[src/hw/rtl/eicirl_pkg.sv]
// Package of the event interrupt level unit: transfer types, register map
// constants and level codes. No dependencies.
`default_nettype none

package eicirl_pkg;

    localparam int WORD_W           = 32;
    localparam int NUM_STATUS_WORDS = 3;
    localparam int NUM_MASK_WORDS   = 12;
    localparam int STATUS_BITS      = NUM_STATUS_WORDS * WORD_W;
    localparam int DEF_NUM_EVENTS   = 96;

    // Item kinds
    localparam logic [1:0] KIND_EVENT = 2'd0;
    localparam logic [1:0] KIND_READ  = 2'd1;
    localparam logic [1:0] KIND_WRITE = 2'd2;

    // Register map, byte offsets
    localparam logic [5:0] STATUS_END = 6'h0c;
    localparam logic [5:0] MASK_BASE  = 6'h10;

    // Mask words paired with status words 0, 1 and 2
    localparam int DIAG_MASK_0 = 0;
    localparam int DIAG_MASK_1 = 5;
    localparam int DIAG_MASK_2 = 10;

    // Level codes
    localparam logic [2:0] IRL_NONE = 3'd0;
    localparam logic [2:0] IRL_HIGH = 3'd2;
    localparam logic [2:0] IRL_MID  = 3'd4;
    localparam logic [2:0] IRL_LOW  = 3'd6;

    typedef struct packed {
        logic [1:0]  kind;
        logic [6:0]  event_line;
        logic        event_level;
        logic [5:0]  address;
        logic [31:0] write_data;
    } req_t;

    typedef struct packed {
        logic [31:0] read_data;
        logic [2:0]  irl_code;
    } rsp_t;

endpackage

`default_nettype wire

[src/hw/rtl/eicirl_regs.sv]
// Status and mask registers with bus decode and level encoding.
// Depends on eicirl_pkg.
`default_nettype none

module eicirl_regs
    import eicirl_pkg::*;
#(
    parameter int NUM_EVENTS = DEF_NUM_EVENTS
)(
    input  wire logic clk,
    input  wire logic rst_n,
    input  wire logic step,
    input  wire req_t item,
    output rsp_t      result
);

    localparam logic [3:0] StatusEndWord = STATUS_END[5:2];
    localparam logic [3:0] MaskBaseWord  = MASK_BASE[5:2];

    logic [NUM_EVENTS-1:0]  status_reg;
    logic [NUM_EVENTS-1:0]  status_next;
    logic [WORD_W-1:0]      mask_reg  [NUM_MASK_WORDS];
    logic [WORD_W-1:0]      mask_next [NUM_MASK_WORDS];

    logic [STATUS_BITS-1:0] status_view;
    logic [STATUS_BITS-1:0] status_view_next;
    logic [STATUS_BITS-1:0] clear_vec;
    logic [NUM_EVENTS-1:0]  set_vec;
    logic [3:0]             word_addr;
    logic [3:0]             mask_idx;
    logic                   hit_status;
    logic                   hit_mask;
    logic                   is_read;
    logic                   is_write;
    logic                   is_event;
    logic [WORD_W-1:0]      rd_word;

    assign word_addr  = item.address[5:2];
    assign mask_idx   = word_addr - MaskBaseWord;
    assign hit_status = (word_addr < StatusEndWord);
    assign hit_mask   = (word_addr >= MaskBaseWord);
    assign is_read    = (item.kind == KIND_READ);
    assign is_write   = (item.kind == KIND_WRITE);
    assign is_event   = (item.kind == KIND_EVENT) && item.event_level;

    // Lines at or above NUM_EVENTS have no storage and never match.
    always_comb
    begin
        for (int i = 0; i < NUM_EVENTS; i++)
        begin
            set_vec[i] = is_event && (item.event_line == 7'(i));
        end
    end

    always_comb
    begin
        clear_vec = '0;
        if (is_write && hit_status)
        begin
            unique case (word_addr[1:0])
                2'd0:    clear_vec[0*WORD_W +: WORD_W] = item.write_data;
                2'd1:    clear_vec[1*WORD_W +: WORD_W] = item.write_data;
                2'd2:    clear_vec[2*WORD_W +: WORD_W] = item.write_data;
                default: clear_vec = '0;
            endcase
        end
    end

    assign status_next = step ? ((status_reg & ~clear_vec[NUM_EVENTS-1:0]) | set_vec)
                              : status_reg;

    always_comb
    begin
        for (int j = 0; j < NUM_MASK_WORDS; j++)
        begin
            mask_next[j] = (step && is_write && hit_mask && (mask_idx == 4'(j)))
                         ? item.write_data : mask_reg[j];
        end
    end

    assign status_view      = STATUS_BITS'(status_reg);
    assign status_view_next = STATUS_BITS'(status_next);

    always_comb
    begin
        rd_word = '0;
        if (is_read && hit_status)
        begin
            unique case (word_addr[1:0])
                2'd0:    rd_word = status_view[0*WORD_W +: WORD_W];
                2'd1:    rd_word = status_view[1*WORD_W +: WORD_W];
                2'd2:    rd_word = status_view[2*WORD_W +: WORD_W];
                default: rd_word = '0;
            endcase
        end
        else if (is_read && hit_mask)
        begin
            rd_word = mask_reg[mask_idx];
        end
    end

    // The code reflects the state as it stands after this item.
    always_comb
    begin
        result.read_data = rd_word;
        priority if (|(status_view_next[0*WORD_W +: WORD_W] & mask_next[DIAG_MASK_0]))
            result.irl_code = IRL_HIGH;
        else if (|(status_view_next[1*WORD_W +: WORD_W] & mask_next[DIAG_MASK_1]))
            result.irl_code = IRL_MID;
        else if (|(status_view_next[2*WORD_W +: WORD_W] & mask_next[DIAG_MASK_2]))
            result.irl_code = IRL_LOW;
        else
            result.irl_code = IRL_NONE;
    end

    always_ff @(posedge clk or negedge rst_n)
    begin
        if (!rst_n)
        begin
            status_reg <= '0;
            for (int j = 0; j < NUM_MASK_WORDS; j++)
            begin
                mask_reg[j] <= '0;
            end
        end
        else
        begin
            status_reg <= status_next;
            for (int j = 0; j < NUM_MASK_WORDS; j++)
            begin
                mask_reg[j] <= mask_next[j];
            end
        end
    end

endmodule

`default_nettype wire

[src/hw/rtl/event_interrupt_controller_irl_unit.sv]
// Top level of the event interrupt level unit: request and response stages.
// Depends on eicirl_pkg and eicirl_regs.
//
// Usage. Requests arrive on req (req_valid / req_stall); each is an event
// pulse, a register read or a register write. Every request produces exactly
// one response transfer on rsp (rsp_valid / rsp_stall), in order, carrying
// the read data (zero unless the request was a read of a mapped word) and
// the encoded interrupt level as it stands after that request.
// A taken request sits in the request register; when it moves on, it is
// executed against the status and mask words, its response is loaded into
// the response register and shown from then on. Throughput is one transfer
// per cycle while rsp is not stalled; a single request register feeds the
// register file, which updates state and forms the response in one pass.
// A request may be taken while a response waits: req_stall rises only when
// both the request register and the response register are full and the
// receiver is stalling rsp. A stalled response holds its value.
// Reset clears all status and mask words to zero and empties both stages;
// no response is shown until a request has been taken.
// Pulses on lines at or above NUM_EVENTS are ignored.
`default_nettype none

module event_interrupt_controller_irl_unit
    import eicirl_pkg::*;
#(
    parameter int NUM_EVENTS = DEF_NUM_EVENTS
)(
    input  wire logic clk,
    input  wire logic rst_n,
    input  wire logic req_valid,
    output logic      req_stall,
    input  wire req_t req,
    output logic      rsp_valid,
    input  wire logic rsp_stall,
    output rsp_t      rsp
);

    logic req_valid_reg;
    logic req_valid_next;
    req_t req_reg;
    logic rsp_valid_reg;
    logic rsp_valid_next;
    rsp_t rsp_reg;
    rsp_t result;
    logic advance;
    logic req_take;

    // The held request moves on whenever the response stage is free or
    // is being emptied in this cycle.
    assign advance   = req_valid_reg && (!rsp_valid_reg || !rsp_stall);
    assign req_stall = req_valid_reg && !advance;
    assign req_take  = req_valid && !req_stall;

    eicirl_regs #(
        .NUM_EVENTS (NUM_EVENTS)
    ) u_regs (
        .clk    (clk),
        .rst_n  (rst_n),
        .step   (advance),
        .item   (req_reg),
        .result (result)
    );

    always_comb
    begin
        req_valid_next = req_take ? 1'b1 : (advance ? 1'b0 : req_valid_reg);
        rsp_valid_next = advance ? 1'b1 : (rsp_valid_reg && rsp_stall);
    end

    always_ff @(posedge clk or negedge rst_n)
    begin
        if (!rst_n)
        begin
            req_valid_reg <= 1'b0;
            rsp_valid_reg <= 1'b0;
        end
        else
        begin
            req_valid_reg <= req_valid_next;
            rsp_valid_reg <= rsp_valid_next;
        end
    end

    always_ff @(posedge clk)
    begin
        if (req_take)
        begin
            req_reg <= req;
        end
        if (advance)
        begin
            rsp_reg <= result;
        end
    end

    assign rsp_valid = rsp_valid_reg;
    assign rsp       = rsp_reg;

endmodule

`default_nettype wire

[config.mk]
export PLATFORM = sky130hd
export DESIGN_NAME = event_interrupt_controller_irl_unit
export DESIGN_NICKNAME = d
export VERILOG_FILES = /design/src/hw/rtl/eicirl_pkg.sv /design/src/hw/rtl/eicirl_regs.sv /design/src/hw/rtl/event_interrupt_controller_irl_unit.sv
export SDC_FILE = /design/constraint.sdc
export NUM_CORES = 1
export LEC_CHECK = 0
export BUFFER_PORTS_ARGS = -buffer_cell sky130_fd_sc_hd__buf_2
export CORE_ASPECT_RATIO = 0.6
export CORE_MARGIN = 1.5
export CORE_UTILIZATION = 60
export DETAILED_ROUTE_END_ITERATION = 8
export PLACE_DENSITY = 0.77
export SLEW_MARGIN = 20
export SYNTH_ARGS = -nofsm -noshare
export SYNTH_HDL_FRONTEND = slang
export SYNTH_SLANG_ARGS = --single-unit
[constraint.sdc]
create_clock -name clk -period 9.07 [get_ports clk]
set_input_delay 0.4535 -clock clk [delete_from_list [all_inputs] [get_ports clk]]
set_output_delay 0.4535 -clock clk [all_outputs]
set_load 0.1 [all_outputs]
==> impl_metrics.tcl, run 1 <==
set metrics [dict create \
    nets 1814 \
    synth-edff-count 80 \
    syn_nets 1803 \
    power_switching_uw 1544 \
    ys.flop_type "dfrtp_1" \
    clk_pin_slew_ns 0.07 \
    cp_slowest_cell "inv_4" \
    avgRoutedWirePerCell_microns 31.34 \
    htree_levels 2 \
    die_w_microns 272.1 \
    skew_ns 0.01290 \
    synth_warnings 0 \
    switching_share_pct 26.12 \
    powerDensity_mw_per_mm2 207.1 \
    cp_cell_sequence "a21bo_1 > inv_4 > buf_4 > nand4b_1 > a22o_1 > a22o_1 > nor4_1 > nand4_1 > a21o_1" \
    ys_ff_latch 562 \
    design.core.area_sq_mm 0.04238 \
    drtAntennaViolNets 0 \
    overflow 0 \
    crit_top_cell "a22o_1" \
    syn_inst 1746 \
    yosys.area.top_type_share_pct 46.26 \
    intPower_uw 4366 \
    finalWirelength_microns 74270 \
    vias_per_cell 7.119 \
    start_kind "flip-flop" \
    clockBufferDepth 3 \
    power_frac_clock_pct 37.3 \
    finalHoldViolCount 0 \
    clock_sinks 562 \
    slew_headroom_pct 25.41 \
    die_h_microns 164.5 \
    maxCapViolations 0 \
    pin_count 89 \
    combPwrFrac_pct 12.7 \
    syn_avg_cell_area_sq_um 14.93 \
    drtIter0Drc 2153 \
    crit_fanout 75 \
    cts_buffers 50 \
    cts_tree "yes" \
    post-dp-hpwl_microns 45610 \
    finalPower_uw 5910 \
    status "finished clean" \
    crit_path_end_kind "flip-flop" \
    setup-tns-final_ns 0 \
    synth_area_leaders "dfrtp_1, mux2_2, edfxtp_1" \
    grt_max_degree 174 \
    num_rows 58 \
    critPathKind "flip-flop to flip-flop" \
    root_buffer "clkbuf_16" \
    setup_viol 0 \
    worst-slew-pin-transition_ns 1.119 \
    cts_resized 0 \
    cp_data_arrival_time_ns 4.89 \
    drive_above_1_share_pct 41.51 \
    routabilityCongestion 0.9339 \
    finalCritPeriodShare_pct 50.38 \
    max_clock_freq_mhz 218.9 \
    async_flop_share_pct 85.77 \
    yosysSeqAreaShare_pct 55.48 \
    cpPeakStageDelay_ns 0.83 \
    holdWs_ns 0.03421 \
    die_area_sq_mm 0.04475 \
    leakage_uw 0.01257 \
    hold_path.class "primary input to flip-flop" \
    grt_pass1_vias 16960 \
    yosys.area.top_type "dfrtp_1" \
    grt_pass1_wl_microns 111200 \
    vias 16870 \
    worst_ep_required_time_ns 9.39 \
    finalCriticalPeriod_ns 4.569 \
    maxSlewViolCount 0 \
    clkLatencyLatePin_ns 0.59 \
    netlist_area_sq_mm 0.02607 \
    rsz0062_at_grt "false" \
    largest_register_ff_count 384 \
    first_pass_iters 5 \
    initial_core_util_pct 61.52 \
    seq_power_share_pct 50.0 \
    ys_types 46 \
    drc_errors 0 \
    post-route-util_pct 67.32 \
    grt_use_total_pct 33.79 \
    port_buffers 85 \
    max-vdd-ir-drop_uv 193.8 \
    area_growth_pct 9.435 \
    antenna_found_initial 4 \
]
-- critical path, delay by kind of cell (launching register included) --
kind            cells  cell delay (ns)
flops               1             0.41
simple gates        3             1.08
buf+inv             2             1.52
compound gates      4             1.20
-- logic make-up after synthesis --
logic type      Yosys count  share of synthesized area [%]
compound gates          244                          7.237
fa+ha+maj                 5                         0.2399
simple gates            221                          6.171
other cells               1                        0.01438
flops                   562                          55.48
mux                     544                          27.76
buf+inv                 169                          3.100
-- placed cells by master, fill, tap and decap left out, types with 9 or more instances in the layout --
cell / n
dfrtp_1: 482
o22ai_1: 32
buf_4: 37
clkbuf_8: 12
clkbuf_16: 54
a21oi_1: 33
mux4_2: 96
a22oi_1: 44
nor2_4: 9
mux2_2: 391
clkbuf_1: 12
buf_2: 84
nand4b_1: 97
mux2i_1: 32
nor2_1: 58
a22o_1: 124
edfxtp_1: 80
mux2_4: 19
-- area by class of cell --
type	instances	area (sq um)
clock buffer	78	1562
timing repair buffer	124	743.2
clock inverter	14	127.6
sequential	562	14460
inverter	4	17.52
tap	570	713.2
fill	2940	13850
multi-input combinational	1015	10900
antenna	3	7.507
-- what timing repair did --
item / in CTS / in global routing
hold buffers: 1 / 0
hold endpoints to repair: 95 / 0
buffers inserted: 0 / 0
-- stage by stage --
| step | area (sq um) | std cells | setup WS [ns] |
|---|---|---|---|
| after floorplan | 26070 | 1746 | 5.743 |
| after global placement | 26820 | 2274 | 4.542 |
| after detailed placement | 26830 | 2274 | 4.556 |
| after CTS | 28520 | 2367 | 4.647 |
| after global routing | 28520 | 2367 | 4.273 |
| final | 28530 | 2370 | 4.501 |
-- routing by layer --
metal,part of all wire [%],vias to the layer above,GRT usage [%],routed length [microns]
li1,-,6749,-,-
met1,43,8922,50.21,32290
met2,41,1033,46.76,30590
met3,12,167,12.17,9120
met4,3.0,2,9.596,2202
met5,0.083,-,0,62
-- synth_stat cells (4+ instances only) --
library cell	n
edfxtp_1	80
clkbuf_1	88
nand2b_1	7
and4_1	5
dfrtp_1	482
a22oi_1	44
nand3_1	4
buf_6	11
buf_2	55
buf_1	6
a22o_2	8
mux2i_1	32
mux2_1	6
nor4_1	7
nand3b_1	5
nand4b_1	97
a21oi_1	33
ha_1	5
mux4_2	96
o22ai_1	32
mux2_4	19
mux2_2	391
nor2_1	67
a22o_1	124
nor4_4	6
-- worst paths after layout --
| path | startpoint | slack (ns) | cells past startpoint | to |
|---|---|---|---|---|
| max | rsp_valid | 4.50 | 9 | rsp[1] |
| min | req[44] | 0.03 | 1 | req_reg[44] |
| max reg2reg | rsp_valid | 4.50 | 9 | rsp[1] |
| min reg2reg | req_valid_reg | 0.49 | 1 | rsp_valid |
| max in group asynchronous | rst_n | 6.29 | 4 | u_regs.mask_reg[253] |
| min in group asynchronous | rst_n | 0.50 | 2 | u_regs.mask_reg[109] |
-- power by group through the flow --
stage | Sequential (uW) | Clock [uW] | Combinational, uW
6_report | 2960 | 2200 | 752
5_1_grt | 2980 | 2320 | 794
4_1_cts | 2950 | 2220 | 746
3_5_place_dp | 2990 | 0 | 741
3_3_place_gp | 2980 | 0 | 721
2_1_floorplan | 3010 | 0 | 473
Power figures use the tool's default switching activity.
==> run 2: changes to the inputs <==
CORE_UTILIZATION = 56   (was 60)
PLACE_DENSITY = 0.76   (was 0.77)
clock period = 3.84 ns   (was 9.07 ns; I/O delays follow)
==> run 2 against run 1 <==
  * Combinational power grew 140%
  * Maximum frequency grew 31%
  * Core utilization shrank 2.6 points
  * Setup slack lost 4.1 ns
  * Power grew 140%
  * Global-route usage shrank 1.9 points
  * Routed wire length grew 0.91%
  * First-iteration DRC count shrank 5.0%
  * Largest power group unchanged
  * Highest routed layer is now met4
==> impl_metrics.tcl, run 2 (synthesized netlist as in run 1, its figures left out) <==
set metrics [dict create \
    status "finished clean" \
    cts_tree "yes" \
    antenna_found_initial 0 \
    max_clock_freq_mhz 286.9 \
    finalCritPeriodShare_pct 90.78 \
    antenna_cells 0 \
    worst-path-buf-inv 2 \
    slew_headroom_pct 26.89 \
    drive_above_1_share_pct 40.69 \
    cpPeakStageDelay_ns 0.63 \
    worst_ep_required_time_ns 4.17 \
    clkLatencyLatePin_ns 0.59 \
    skew_ns 0.01686 \
    first_pass_iters 5 \
    cts_buffers 51 \
    finalPower_uw 14070 \
    design.core.area_sq_mm 0.04534 \
    grt_use_total_pct 31.93 \
    initial_core_util_pct 57.50 \
    clk_pin_slew_ns 0.07 \
    die_w_microns 281.6 \
    num_rows 60 \
    maxCapViolations 0 \
    crit_fanout 32 \
    leakage_uw 0.01289 \
    cp_data_arrival_time_ns 3.82 \
    hold_path.class "primary input to flip-flop" \
    critPathKind "flip-flop to flip-flop" \
    mostFrequentLayoutCells "dfrtp_1, mux2_2, a22o_1" \
    drtIter0Drc 2046 \
    overflow 0 \
    grt.met3_usage_pct 10.91 \
    powerDensity_mw_per_mm2 479.2 \
    vias 17070 \
    grt_pass1_vias 17520 \
    post-dp-hpwl_microns 47530 \
    cp_cell_sequence "or2b_2 > nor4_4 > buf_12 > mux2_2 > a22o_1 > nor4_1 > buf_4 > and4_1 > a21oi_1" \
    gr-usage-met2_pct 44.37 \
    met1_usage_pct 48.18 \
    die_area_sq_mm 0.04790 \
    clock_sinks 562 \
    grt_max_degree 116 \
    instances_no_fill 2483 \
    maxSlewViolCount 0 \
    finalHoldViolCount 0 \
    crit_path_end_kind "flip-flop" \
    drtAntennaViolNets 0 \
    largest_register_ff_count 384 \
    root_buffer "clkbuf_16" \
    start_kind "flip-flop" \
    avgRoutedWirePerCell_microns 30.18 \
    htree_levels 2 \
    worst-slew-pin-transition_ns 1.097 \
    area_growth_pct 12.57 \
    routabilityCongestion 0.9621 \
    grt_pass1_wl_microns 112800 \
    port_buffers 85 \
    final_common_cell "dfrtp_1" \
    post-route-util_pct 64.73 \
    max-vdd-ir-drop_uv 434.1 \
    grt_busiest_layer "met1" \
    vias_per_cell 6.875 \
    cp_top_family "simple AND/OR/NAND/NOR gates" \
    nets 1878 \
    finalWirelength_microns 74950 \
    cp_slowest_cell "edfxtp_1" \
    die_h_microns 170.1 \
    setup_viol 0 \
    setup-tns-final_ns 0 \
    drc_errors 0 \
    dpl.cell_count 2338 \
    pin_count 89 \
    finalCriticalPeriod_ns 3.486 \
    rsz0062_at_grt "false" \
    clockBufferDepth 3 \
]
-- run 2: changes by cell type in the layout (fill, tap and decap cells not counted), moves of 2 or more --
cell,before,now
buf_12,1,14
bufinv_16,2,4
diode_2,3,0
clkbuf_1,12,9
clkinv_1,3,9
dlygate4sd3_1,1,50
clkinv_2,5,10
clkbuf_8,12,6
-- run 2: per-stage QoR --
stage | setup slack, ns | instance area, sq um | hold WS, ns
finish | 0.3542 | 29350 | 0.3048
floorplan | 0.5134 | 26070 | -0.1036
CTS | 0.4361 | 29350 | 0.2919
global placement | 0.4908 | 27150 | 0.3379
global route | 0.3659 | 29350 | 0.2980
detailed placement | 0.4559 | 27150 | 0.3521
-- run 2: path summary, 6_finish.rpt --
| path | startpoint | to | slack, ns | cells after the start |
|---|---|---|---|---|
| hold / removal | req[8] | req_reg[8] | 0.30 | 2 |
| hold reg to reg | u_regs.mask_reg[173] | u_regs.mask_reg[173] | 0.50 | 1 |
| setup / recovery | req_reg[34] | rsp[2] | 0.35 | 9 |
| max in group asynchronous | rst_n | u_regs.mask_reg[282] | 2.38 | 3 |
| setup reg to reg | req_reg[34] | rsp[2] | 0.35 | 9 |
| min in group asynchronous | rst_n | u_regs.mask_reg[72] | 0.32 | 2 |
-- run 2: timing repair --
item                                   4_1_cts  5_1_grt
setup buffers                                0        0
gates resized for setup                      0        0
endpoints found under the hold margin      155        0
hold buffers                                50        0
-- run 2: layout make-up --
type                       count  area [sq um]
timing repair buffer         187          1501
tap                          620         775.7
sequential                   562         14460
inverter                       4         17.52
fill                        3257         15990
clock inverter                26         227.7
multi-input combinational   1015         10900
clock buffer                  69          1468
-- run 2: layer usage --
| metal | part of all wire (%) | vias up |
|---|---|---|
| met5 | 0 | - |
| met4 | 2.0 | 0 |
| met3 | 12 | 114 |
| met2 | 42 | 988 |
| met1 | 44 | 9076 |
| li1 | - | 6893 |
-- run 2: power by group --
group | internal (uW) | switching [uW]
logic | 835 | 974
registers | 6600 | 412
clock network | 2950 | 2300
